[src/rtl/anm_rsd_pkg.sv]
`default_nettype none
package anm_rsd_pkg;

   // Default frame buffer size in bytes
   localparam int FRAME_BYTES_DEFAULT = 65536;

   // Opcode byte fields
   localparam logic [7:0] OPC_SKIP_FLAG  = 8'h80;
   localparam logic [7:0] OPC_COUNT_MASK = 8'h7F;
   localparam logic [7:0] OPC_SHORT_RLE  = 8'h00;

   // Long word fields
   localparam logic [15:0] LONG_OP_FLAG  = 16'h8000;
   localparam logic [15:0] LONG_RLE_FLAG = 16'h4000;
   localparam logic [15:0] LONG_CNT_MASK = 16'h3FFF;
   localparam logic [15:0] LONG_STOP     = 16'h0000;

   localparam int CNT_W = 15;

   typedef enum logic [3:0] {
      PH_STOPPED  = 4'd0,
      PH_OPCODE   = 4'd1,
      PH_SRLE_CNT = 4'd2,
      PH_SRLE_COL = 4'd3,
      PH_COPY     = 4'd4,
      PH_LONG_LO  = 4'd5,
      PH_LONG_HI  = 4'd6,
      PH_LRLE_COL = 4'd7
   } phase_type;

   typedef struct packed {
      logic [7:0] data_byte;
      logic       frame_start;
   } req_type;

   typedef struct packed {
      logic [15:0] write_address;
      logic [7:0]  write_value;
      logic [13:0] run_length;
      logic        frame_done;
      logic        overflow;
   } rsp_type;

   // Parser state other than the destination offset
   typedef struct packed {
      phase_type          phase;
      logic [CNT_W-1:0]   count;
      logic [7:0]         held_low;
   } parse_type;

endpackage
`default_nettype wire

[src/rtl/anm_rsd_decode.sv]
`default_nettype none
module anm_rsd_decode #(
   parameter int FRAME_BYTES = anm_rsd_pkg::FRAME_BYTES_DEFAULT,
   parameter int OFF_W       = 17
) (
   input  wire anm_rsd_pkg::req_type   item,
   input  wire anm_rsd_pkg::parse_type parse_cur,
   input  wire logic [OFF_W-1:0]       offset_cur,
   output anm_rsd_pkg::parse_type      parse_nxt,
   output logic [OFF_W-1:0]            offset_nxt,
   output logic                        result_valid,
   output anm_rsd_pkg::rsp_type        result
);
   import anm_rsd_pkg::*;

   localparam int SUM_W = ((OFF_W > CNT_W) ? OFF_W : CNT_W) + 1;
   localparam logic [SUM_W-1:0] FRAME_SUM = SUM_W'(FRAME_BYTES);
   localparam logic [OFF_W-1:0] FRAME_OFF = OFF_W'(FRAME_BYTES);

   parse_type        ps;
   logic [OFF_W-1:0] off;
   logic [7:0]       b;
   logic [15:0]      word;
   logic             adv_en;
   logic [CNT_W-1:0] adv_n;
   logic             emit_en;
   logic [SUM_W-1:0] sum;
   logic [OFF_W-1:0] avail;
   logic             stop;

   always_comb begin
      b    = item.data_byte;
      ps   = parse_cur;
      off  = offset_cur;
      // frame start restarts the parser before the byte is decoded
      if (item.frame_start) begin
         ps.phase    = PH_OPCODE;
         ps.count    = '0;
         ps.held_low = '0;
         off         = '0;
      end
      word      = {b, ps.held_low};
      parse_nxt = ps;
      adv_en    = 1'b0;
      adv_n     = '0;
      emit_en   = 1'b0;
      stop      = 1'b0;

      case (ps.phase)
         PH_OPCODE: begin
            if (b == OPC_SHORT_RLE) begin
               parse_nxt.phase = PH_SRLE_CNT;
            end else if ((b & OPC_SKIP_FLAG) == 8'h00) begin
               parse_nxt.count = CNT_W'(b);
               parse_nxt.phase = PH_COPY;
            end else if ((b & OPC_COUNT_MASK) != 8'h00) begin
               adv_en = 1'b1;
               adv_n  = CNT_W'(b & OPC_COUNT_MASK);
            end else begin
               parse_nxt.phase = PH_LONG_LO;
            end
         end
         PH_SRLE_CNT: begin
            parse_nxt.count = CNT_W'(b);
            parse_nxt.phase = PH_SRLE_COL;
         end
         PH_SRLE_COL, PH_LRLE_COL: begin
            parse_nxt.phase = PH_OPCODE;
            if (ps.count != '0) begin
               emit_en = 1'b1;
               adv_en  = 1'b1;
               adv_n   = ps.count;
            end
         end
         PH_COPY: begin
            parse_nxt.count = ps.count - CNT_W'(1);
            if (parse_nxt.count == '0) begin
               parse_nxt.phase = PH_OPCODE;
            end
            emit_en = 1'b1;
            adv_en  = 1'b1;
            adv_n   = CNT_W'(1);
         end
         PH_LONG_LO: begin
            parse_nxt.held_low = b;
            parse_nxt.phase    = PH_LONG_HI;
         end
         PH_LONG_HI: begin
            parse_nxt.phase = PH_OPCODE;
            if (word == LONG_STOP) begin
               parse_nxt.phase = PH_STOPPED;
               stop            = 1'b1;
            end else if ((word & LONG_OP_FLAG) == 16'h0000) begin
               adv_en = 1'b1;
               adv_n  = CNT_W'(word);
            end else begin
               parse_nxt.count = CNT_W'(word & LONG_CNT_MASK);
               if ((word & LONG_RLE_FLAG) == 16'h0000) begin
                  if ((word & LONG_CNT_MASK) != 16'h0000) begin
                     parse_nxt.phase = PH_COPY;
                  end
               end else begin
                  parse_nxt.phase = PH_LRLE_COL;
               end
            end
         end
         default: begin
            parse_nxt.phase = PH_STOPPED;
         end
      endcase

      // one saturating adder serves skips and writes
      sum = SUM_W'(off) + SUM_W'(adv_n);
      if (!adv_en) begin
         offset_nxt = off;
      end else if (sum > FRAME_SUM) begin
         offset_nxt = FRAME_OFF;
      end else begin
         offset_nxt = OFF_W'(sum);
      end

      // clip the write at the frame end
      avail        = FRAME_OFF - off;
      result       = '0;
      result_valid = emit_en | stop;
      result.frame_done = stop;
      if (emit_en) begin
         result.write_value = b;
         if (off >= FRAME_OFF) begin
            result.overflow = 1'b1;
         end else begin
            result.write_address = 16'(off);
            if (SUM_W'(adv_n) > SUM_W'(avail)) begin
               result.run_length = 14'(avail);
               result.overflow   = 1'b1;
            end else begin
               result.run_length = 14'(adv_n);
            end
         end
      end
   end

endmodule
`default_nettype wire

[src/rtl/anm_run_skip_dump_decoder_core.sv]
`default_nettype none
// Run/skip/dump delta-frame decoder. Feed the compressed frame record one
// byte per transaction on req_, raising frame_start with its first byte; this
// restarts the parser and sets the destination offset to zero. Each byte
// produces zero or one rsp_ transaction: copy bytes come out as single-pixel
// writes (run_length 1), a fill comes out as one run descriptor (address,
// color, length), skips only move the offset, and the stop word gives a
// transaction with frame_done set, after which bytes are dropped until the
// next frame_start. Writes that reach past FRAME_BYTES are clipped and carry
// overflow; a write starting at or beyond the frame end has address 0 and
// length 0. The block takes one byte per cycle while not stalled; each byte is
// held in the input register, then the decode of that byte against the parser
// state lands in the result register. A held rsp_stall stalls the result
// register and, once the input register is full, backs up into req_stall.
module anm_run_skip_dump_decoder_core #(
   parameter int FRAME_BYTES = anm_rsd_pkg::FRAME_BYTES_DEFAULT
) (
   input  wire logic                 clock,
   input  wire logic                 reset,
   input  wire logic                 req_valid,
   output logic                      req_stall,
   input  wire anm_rsd_pkg::req_type req_item,
   output logic                      rsp_valid,
   input  wire logic                 rsp_stall,
   output anm_rsd_pkg::rsp_type      rsp_item
);
   import anm_rsd_pkg::*;

   // offset runs 0..FRAME_BYTES inclusive
   localparam int OFF_W = $clog2(FRAME_BYTES + 1);

   logic             in_valid_ff, in_valid_in;
   req_type          in_item_ff, in_item_in;
   parse_type        parse_ff, parse_in;
   logic [OFF_W-1:0] offset_ff, offset_in;
   logic             rsp_valid_ff, rsp_valid_in;
   rsp_type          rsp_ff, rsp_in;

   parse_type        dec_parse;
   logic [OFF_W-1:0] dec_offset;
   logic             dec_valid;
   rsp_type          dec_result;
   logic             step;
   logic             req_take;

   anm_rsd_decode #(
      .FRAME_BYTES(FRAME_BYTES),
      .OFF_W      (OFF_W)
   ) u_decode (
      .item        (in_item_ff),
      .parse_cur   (parse_ff),
      .offset_cur  (offset_ff),
      .parse_nxt   (dec_parse),
      .offset_nxt  (dec_offset),
      .result_valid(dec_valid),
      .result      (dec_result)
   );

   // decode the held byte whenever the result register is free or draining
   always_comb begin
      step         = in_valid_ff && (!rsp_valid_ff || !rsp_stall);
      req_stall    = in_valid_ff && !step;
      req_take     = req_valid && !req_stall;

      in_valid_in  = req_take ? 1'b1 : (in_valid_ff && !step);
      in_item_in   = req_take ? req_item : in_item_ff;

      parse_in     = step ? dec_parse  : parse_ff;
      offset_in    = step ? dec_offset : offset_ff;

      // hold a stalled result; otherwise load the new one (or drop valid)
      if (step) begin
         rsp_valid_in = dec_valid;
         rsp_in       = dec_result;
      end else begin
         rsp_valid_in = rsp_valid_ff && rsp_stall;
         rsp_in       = rsp_ff;
      end
   end

   always_ff @(posedge clock) begin
      if (reset) begin
         in_valid_ff  <= 1'b0;
         rsp_valid_ff <= 1'b0;
         parse_ff     <= '{phase: PH_STOPPED, count: '0, held_low: '0};
         offset_ff    <= '0;
      end else begin
         in_valid_ff  <= in_valid_in;
         rsp_valid_ff <= rsp_valid_in;
         parse_ff     <= parse_in;
         offset_ff    <= offset_in;
      end
   end

   always_ff @(posedge clock) begin
      in_item_ff <= in_item_in;
      rsp_ff     <= rsp_in;
   end

   assign rsp_valid = rsp_valid_ff;
   assign rsp_item  = rsp_ff;

endmodule
`default_nettype wire
[config.mk]
export PLATFORM = sky130hd
export DESIGN_NAME = anm_run_skip_dump_decoder_core
export DESIGN_NICKNAME = d
export VERILOG_FILES = /design/src/rtl/anm_rsd_pkg.sv /design/src/rtl/anm_rsd_decode.sv /design/src/rtl/anm_run_skip_dump_decoder_core.sv
export SDC_FILE = /design/constraint.sdc
export NUM_CORES = 1
export LEC_CHECK = 0
export BUFFER_PORTS_ARGS = -buffer_cell sky130_fd_sc_hd__buf_4
export CORE_MARGIN = 3
export CORE_UTILIZATION = 58
export CTS_CLUSTER_DIAMETER = 50
export DETAILED_ROUTE_END_ITERATION = 8
export GPL_TIMING_DRIVEN = 0
export PLACE_DENSITY = 0.77
export SLEW_MARGIN = 20
export SYNTH_ARGS = -nofsm -noshare
export SYNTH_HDL_FRONTEND = slang
export SYNTH_SLANG_ARGS = --single-unit
[constraint.sdc]
create_clock -name clock -period 5.9 [get_ports clock]
set_input_delay 0.59 -clock clock [delete_from_list [all_inputs] [get_ports clock]]
set_output_delay 0.59 -clock clock [all_outputs]
set_load 0.1 [all_outputs]
== Word level (Yosys, flattened, before mapping) ==
Index checks and enable logic that the tools add are counted.

* Register bits after elaboration: 95
* Output and inout bits: 42
* Logic and storage cells: 88
* Input port bits: 13

* $lt $le $gt $ge: 3
* $add $sub $neg: 3
* Reductions and logical operators: 20
* Muxes and demuxes: 40
* Eq/ne operators: 7
* Bitwise gates (word level): 2

{| class="wikitable"
|+ Operators with widths
! cell !! number
|-
| case mux 15 bit (4 select lines) || 2
|-
| two-way mux 15 bit || 7
|-
| two-way mux 17 bit || 3
|-
| logical NOT 16 bit || 3
|-
| two-way mux 27 bit || 1
|-
| two-way mux 4 bit || 6
|-
| case mux 4 bit (6 select lines) || 1
|-
| two-way mux 19 bit || 1
|-
| adder 17 x 15 -> 18 bit || 1
|-
| greater-than comparator 18 x 17 -> 1 bit, second input constant || 1
|-
| greater-or-equal comparator 17 bit, second input constant || 1
|-
| greater-than comparator 15 x 17 -> 1 bit || 1
|-
| subtractor 17 bit, first input constant || 1
|-
| equality test 4 x 3 -> 1 bit, second input constant || 4
|-
| logical NOT 8 bit || 2
|-
| nonzero test 16 bit || 1
|-
| logical NOT 15 bit || 1
|-
| nonzero test 15 bit || 1
|-
| subtractor 15 x 1 -> 15 bit, second input constant || 1
|-
| two-way mux 14 bit || 1
|-
| two-way mux 7 bit || 2
|-
| two-way mux 1 bit || 12
|-
| equality test 4 x 2 -> 1 bit, second input constant || 2
|-
| two-way mux 8 bit || 1
|-
| 11 further kinds || 18
|}

== Longest topological paths before layout ==
Gate-level depths: netlist of the first run.

* Depth in word-level cells: 9
* Gate-level depth with buffers: 26
* Gate-level depth less buffers: 19

== Cells and area by module ==
A second synthesis of the first run with hierarchy kept.

* Cells, all modules: 817
* Area total of the unflattened synthesis: 7056.8 um2

{| class="wikitable"
|+ Modules (own cells, without submodules)
! module !! instances !! cells each !! area an instance (um2) !! seq. area each (um2)
|-
| anm_run_skip_dump_decoder_core || 1 || 250 || 3557.2 || 2392.3
|-
| anm_rsd_decode || 1 || 567 || 3499.6 || 0.0
|}

== Worst setup path before layout of the first run ==
Ideal clock, no wire load.

* Kind: register -> register
* Start: register in_item_ff[0] (netlist bit)
* End: register offset_ff[0]
* Setup time: 0.087 ns
* Slack: 0.724 ns
* Buffers on the path: 6
* Period minus slack after synthesis: 5.176 ns
* Cell stages (with the launch flop): 24
* Data arrival time: 5.089 ns
* Data required time: 5.813 ns
* Cell sequence: edfxtp_1 buf_2 buf_1 buf_2 clkbuf_1 clkbuf_1 nor2b_1 inv_1 ha_1 o21ai_0 o31a_1 clkbuf_1 a22o_1 ha_1 o21a_1 nor2_1 nor2_1 nor3_1 a211o_1 a2111o_1 or4b_4 nor4_4 a21oi_2 o31ai_1

* Longest elaborated chain between the ends: 8
* Elaborated cells between the ends (all ways): 21
* Classes of those cells: 1 x add/sub; 1 x order compare; 5 x eq/ne; 11 x mux; 3 x reduce/logical

{| class="wikitable"
|+ RTL lines
! element !! line !! source
|-
| start, declared || anm_run_skip_dump_decoder_core.sv:33 || <nowiki>req_type in_item_ff, in_item_in;</nowiki>
|-
| start signal, assigned || anm_run_skip_dump_decoder_core.sv:96 || <nowiki>in_item_ff <= in_item_in;</nowiki>
|-
| two-way mux 27 bit || anm_rsd_decode.sv:36 || <nowiki>if (item.frame_start) begin</nowiki>
|-
| logical NOT 16 bit, or another cell as far along || anm_rsd_decode.sv:90 || <nowiki>if (word == LONG_STOP) begin</nowiki>
|-
| two-way mux 15 bit, or another cell as far along || anm_rsd_decode.sv:90 ||
|-
| case mux 15 bit (4 select lines) || anm_rsd_decode.sv:49 || <nowiki>case (ps.phase)</nowiki>
|-
| adder 17 x 15 -> 18 bit || anm_rsd_decode.sv:113 || <nowiki>sum = SUM_W'(off) + SUM_W'(adv_n);</nowiki>
|-
| greater-than comparator 18 x 17 -> 1 bit || anm_rsd_decode.sv:116 || <nowiki>end else if (sum > FRAME_SUM) begin</nowiki>
|-
| two-way mux 17 bit || anm_rsd_decode.sv:116 ||
|-
| two-way mux 17 bit * || anm_rsd_decode.sv:114 || <nowiki>if (!adv_en) begin</nowiki>
|-
| end signal, assigned || anm_run_skip_dump_decoder_core.sv:91 || <nowiki>offset_ff <= offset_in;</nowiki>
|-
| end, declared || anm_run_skip_dump_decoder_core.sv:35 || <nowiki>logic [OFF_W-1:0] offset_ff, offset_in;</nowiki>
|}

Every way passes the cells marked *; elsewhere a longest branch is shown, timed or not.
A chain may end at the register's enable or synchronous reset.

== Worst setup path in the final report of the first run ==
Ends and elaborated chain as after synthesis.

==> results.tsv, run 1 <==
metric	value	unit
DR vias/cell	6.698	
largest net degree at the start of global routing	50	
DP Worst Slack	-1.121	ns
global route total overflow	0	
total of max-cap violations	0	
Placer Congestion	1.047	
max-slew violation count	0	
final WL	22970	microns
post-synthesis register bit count	95	
largest family of logic cells by synthesized area	simple AND/OR/NAND/NOR gates	
commonest non-fill, non-tap cell in the layout	nor2_1	
clock slew at reported path FFs	0.07	ns
share of the synthesized area in the top cell type	21.10	%
leak pwr	3.119	nW
slew margin rel.	42.74	%
post-layout util	68.87	%
most frequent cells in the layout	nor2_1, nand2_1, buf_4, a21oi_1, edfxtp_1	
Hold-fix buffers, CTS	0	
synthesized instance count	836	
maximum vdd ir drop	0.0001326	V
slowest stage cell, crit path	or4b_4	
Final min period	5.631	ns
maximum clock rate	177.6	MHz
Detailed Route Iter0 Violations	837	
Ys Warns	0	
mapped cell area	6974	sq um
Seq/Total Area, Yosys	34.30	%
vias in the first global route	6777	
Clock Tree Buf Depth	2	
top cells by area, synth	edfxtp_1, dfxtp_1, ha_1, nor2_1, nand2_1	
Final setup violation count	0	
WL met3	2239	microns
Max Fanout on Critical Path	19	
antenna-violating nets left	0	
async set or reset register ratio after synthesis	0	%
delay-heaviest family, CP	compound AO/OA/AOI/OAI gates	
CTS tree	built	
root buffer cell	clkbuf_16	
P per Cell Area	203.5	nW/um^2
final worst-path cycle share	95.45	%
DRC errors left	0	
Critical Path RT	6.17	ns
I/O pin count	55	
ANT cells	0	
Avg Cell Area, Syn	8.342	sq um
first-pass GRT wire length	35760	microns
post-synth top area cell	edfxtp_1	
area growth from synthesis to layout	14.21	%
capturing element type of the critical path	register	
Die Ht	115.7	microns
core area	11560	sq um
CP bufs+invs	6	
Layout Cells excl Fill	1053	
post-synthesis compound-gate area fraction	23.82	%
xor/xnor share of the synthesized area	3.767	%
layout cells sized above 1	14.29	%
worst slew pin tran	0.8571	ns
mux cell area share after synthesis	2.781	%
ys flop type	edfxtp_1	
run status	finished, final reports clean	
port bufs	53	
kind of critical path	reg -> reg	
Min Hold Slack	0.4121	ns
Worst-Skew Late Latency	0.35	ns
Cell variety after synth	81	
CP dominant cell by count	clkbuf_4	
clk sinks	95	
Post-synth EDFFs	49	
Final WS setup	0.2686	ns
Startpoint Class	register	
Worst Hold Class	in -> reg	
Clock Skews	0.008755	ns
placed insts	1032	
Cell Rows	39	
Initial Utilization	60.31	%
max incr delay on CP	0.54	ns
Met1 Wirelength	8977	microns
wire length on met2	10580	microns
routed len/inst	21.82	microns
synthesized net count	881	
DP HPWL	17490	microns
Fin. Hold Viols	0	
Post-layout nets	950	
vias	7053	
post-synthesis adder-cell area fraction	6.297	%
Horiz. Die Dim	115.7	microns
CTS H-tree lvls	3	
TritonCTS Buffers	9	
Critical Path, Cell by Cell	clkbuf_4, clkbuf_4, clkbuf_4, clkbuf_4, nor2b_2, inv_1, ha_1, o21ai_0, o31a_2, nand2_1, nand2_1, ha_2, nor3b_1, a32oi_1, nor2_1, a211o_1, o21a_2, xnor2_1, or4b_4, nor4_4, a21oi_2, buf_4, o31ai_1	
TritonRoute pass-1 iters	6	
die area	13380	sq um
simple logic cell fraction of the synthesized area	24.24	%
initial antenna violation count	0	
Post-Route Setup TNS	0	ns
GRT Total Usage	34.92	%
top sig layer	met4	
WP data arrival	5.90	ns
==> what timing repair did <==
item,CTS,global route
setup endpoints to repair,32,25
pin swaps,3,3
cloned,0,1
resized for setup,10,13
buffers inserted,5,5
==> report_power, final <==
group / internal (mW) / switching (mW)
sequential: 0.712 / 0.0175
combinational: 0.0954 / 0.223
clock: 0.295 / 0.279
total: 1.10 / 0.519
==> metal layers <==
layer / global-route usage (%) / up-vias
met2: 57.37 / 418
met4: 18.41 / 0
met1: 43.89 / 3313
met5: 0 / -
li1: - / 3222
met3: 6.319 / 100
==> kinds of logic (layout without fill, tap and decap cells) <==
family / count (synthesis) / count (layout)
DFF: 95 / 95
muxes: 19 / 19
AOI/OAI and AO/OA: 241 / 242
buffers and inverters: 80 / 153
adders and majority gates: 35 / 35
and+or+nand+nor: 336 / 336
xor gates and xnor gates: 30 / 30
==> flip-flops by register name, summed over array words and instances, names as in the netlist <==
| signal | flops |
|---|---|
| rsp_valid | 1 |
| in_valid_ff | 1 |
| offset_ff | 17 |
| in_item_ff | 9 |
| rsp_item | 40 |
| parse_ff | 27 |
==> worst paths after layout <==
check,start,cells past startpoint,slack [ns],endpoint
setup / recovery,in_item_ff[0],23,0.27,offset_ff[0]
hold / removal,req_item[7],1,0.41,in_item_ff[7]
setup reg to reg,in_item_ff[0],23,0.27,offset_ff[0]
hold reg to reg,offset_ff[14],2,0.47,offset_ff[14]
==> per-stage QoR <==
stage / total power, mW / cell area [sq um]
2_1_floorplan: 0.9672 / 6974
3_3_place_gp: 1.044 / 7551
3_5_place_dp: 1.050 / 7555
4_1_cts: 1.611 / 7898
5_1_grt: 1.665 / 7965
6_report: 1.621 / 7965
==> Yosys cell counts (3+ instances only) <==
cell type and instances:
a211o_1 6, a211oi_1 7, a21o_1 8, a21oi_1 59, a221o_1 3, a221oi_1 7
a22o_1 7, a22oi_1 24, a31o_2 4, a31oi_1 12, a32oi_1 6, and2_1 19
and3_1 9, buf_2 9, buf_6 3, clkbuf_1 35, dfxtp_1 46, edfxtp_1 49
ha_1 31, inv_1 29, mux2_2 3, mux2i_1 16, nand2_1 80, nand2b_1 18
nand3_1 25, nand3b_1 4, nand4_1 5, nor2_1 95, nor2b_1 20, nor3_1 25
nor3b_1 5, nor4_1 8, o211a_1 3, o211ai_1 9, o21a_1 15, o21ai_0 36
o21bai_1 4, o22ai_1 4, o31a_1 3, o31ai_1 3, or2_2 3, or3_1 4
or4_1 4, xnor2_1 25, xor2_1 5
==> layout make-up <==
| class | instances | area, sq um |
|---|---|---|
| plain buffers | 43 | 211.5 |
| clock buffers | 10 | 229.0 |
| clock inverters | 6 | 52.55 |
| fillers | 951 | 3600 |
| inverters | 31 | 120.1 |
| multi-input cells | 662 | 4308 |
| flip-flops and latches | 95 | 2392 |
| well taps | 143 | 178.9 |
| repair buffers | 63 | 473.0 |
(Power assumes the default switching activity.)
==> run 2, diff against run 1 <==
CELL_PAD_IN_SITES_DETAIL_PLACEMENT = 1   (was unset)
CELL_PAD_IN_SITES_GLOBAL_PLACEMENT = 2   (was unset)
CORE_UTILIZATION = 37   (was 58)
PLACE_DENSITY = unset   (was 0.77)
PLACE_DENSITY_LB_ADDON = 0.1   (was unset)
==> results.tsv, run 2 (same netlist as run 1, synthesis figures left out) <==
metric	value	unit
routed len/inst	23.24	microns
P_sw	0.5568	mW
Startpoint Class	register	
Horiz. Die Dim	143.3	microns
Cell Area, Placed	7669	sq um
global route total overflow	0	
terminus of the critical flop-to-flop path	offset_ff[6]	
root buffer cell	clkbuf_16	
Worst-Skew Late Latency	0.37	ns
Final setup violation count	0	
internal power	1.106	mW
Final Total Pwr	1.663	mW
worst hold stages	1	
Cell Rows	49	
Worst Setup SP	in_item_ff[0]	
TritonRoute pass-1 iters	5	
clk sinks	95	
Placer Congestion	0.9395	
Clock Skews	0.01216	ns
initial antenna violation count	0	
vias	6876	
core area	18210	sq um
commonest non-fill, non-tap cell in the layout	nor2_1	
TritonCTS Buffers	9	
Critical Path End	offset_ff[6]	
DR vias/cell	6.069	
clock slew at reported path FFs	0.08	ns
final worst-path cycle share	94.35	%
max reg flops	40	
Sequential Power Share	43.8	%
final instance area	8033	sq um
Reg2Reg Setup Slack	0.33	ns
Die Ht	143.3	microns
leak pwr	3.106	nW
Post-layout nets	944	
Max Fanout on Critical Path	18	
reg2reg start	in_item_ff[0]	
die area	20530	sq um
capturing element type of the critical path	register	
max-slew violation count	0	
largest net degree at the start of global routing	50	
layout cells sized above 1	12.94	%
Final min period	5.567	ns
worst slew pin tran	0.8418	ns
port bufs	53	
Reg2Reg Depth	19	
P per Cell Area	207.1	nW/um^2
first-pass GRT wire length	41080	microns
maximum vdd ir drop	0.0001464	V
switching share of power	33.48	%
RSZ-0062 raised after global routing	false	
Final WS setup	0.3334	ns
total of max-cap violations	0	
Comb power frac	19.3	%
Worst Hold Class	in -> reg	
most frequent cells in the layout	nor2_1, nand2_1, a21oi_1, buf_4, edfxtp_1	
CTS tree	built	
final WL	26330	microns
run status	finished, final reports clean	
Hold Startpoint	req_item[4]	
DRC errors left	0	
Fin. Hold Viols	0	
area growth from synthesis to layout	15.18	%
fill count	2207	
ANT cells	0	
I/O pin count	55	
GRT Total Usage	26.25	%
Critical Path RT	6.20	ns
Clock Tree Buf Depth	2	
slew margin rel.	43.62	%
Initial Utilization	38.30	%
vias in the first global route	7193	
DP Worst Slack	-1.642	ns
Clk pwr share	36.9	%
antenna-violating nets left	0	
DP HPWL	20690	microns
Detailed Route Iter0 Violations	520	
kind of critical path	reg -> reg	
maximum clock rate	179.6	MHz
WP data arrival	5.87	ns
CTS H-tree lvls	3	
## run 2: worst max-delay path, stage by stage, from the launching register on
cell and delay (ns):
edfxtp_1 0.38, buf_2 0.26, clkinvlp_4 0.41, clkbuf_2 0.37, nand2_1 0.18, ha_1 0.18
o21ai_0 0.13, o31a_1 0.41, buf_4 0.17, a22o_1 0.34, ha_1 0.28, a21oi_1 0.26
o21ai_1 0.26, a211o_1 0.35, a2111o_1 0.29, or4b_4 0.55, nor4_4 0.22, buf_4 0.19
a211oi_1 0.06, nor3_1 0.19
## run 2: per-layer routing
metal	part of all wire [%]	track usage (%)	up-vias
met1	42	31.87	3400
li1	-	-	3199
met3	4.1	3.561	68
met5	0	0	-
met2	49	45.60	209
met4	4.7	13.23	0
## run 2: what timing repair did
action | in CTS | in global routing
hold buffers | 0 | 0
endpoints found under the setup margin | 32 | 27
buffers inserted | 3 | 1
resized for setup | 13 | 5
pin swaps | 2 | 2
cloned | 1 | 0
## run 2: power groups by stage
| stage | Clock (mW) | Sequential, mW | Combinational [mW] |
|---|---|---|---|
| 2_1_floorplan | 0 | 0.808 | 0.160 |
| 3_3_place_gp | 0 | 0.744 | 0.308 |
| 3_5_place_dp | 0 | 0.745 | 0.314 |
| 4_1_cts | 0.626 | 0.729 | 0.320 |
| 5_1_grt | 0.652 | 0.731 | 0.345 |
| 6_report | 0.614 | 0.729 | 0.320 |
## run 2: worst min-delay path by stage
stage | endpoint
global placement | rsp_valid
floorplan | offset_ff[12]
detailed placement | rsp_valid
global route | in_item_ff[3]
CTS | in_item_ff[6]
finish | in_item_ff[4]
## run 2: area by class of cell
cell class	count	area, sq um	area share [%]
tap	229	286.5	3.567
sequential	95	2392	29.78
timing repair buffer	57	427.9	5.327
multi-input combinational	662	4288	53.38
buffer	43	214.0	2.664
inverter	31	120.1	1.495
clock inverter	7	78.83	0.9813
clock buffer	9	225.2	2.804
## run 2: metrics by stage
step / util [%] / instances / hold WS (ns) / TNS (ns)
2_1_floorplan: - / 836 / 0.4438 / 0
3_3_place_gp: 42.06 / 1118 / 0.4790 / -38.04
3_5_place_dp: 42.12 / 1118 / 0.4983 / -39.26
4_1_cts: 44.09 / 1135 / 0.3869 / 0
5_1_grt: 44.11 / 1133 / 0.3794 / 0
6_report: 44.11 / 1133 / 0.3946 / 0
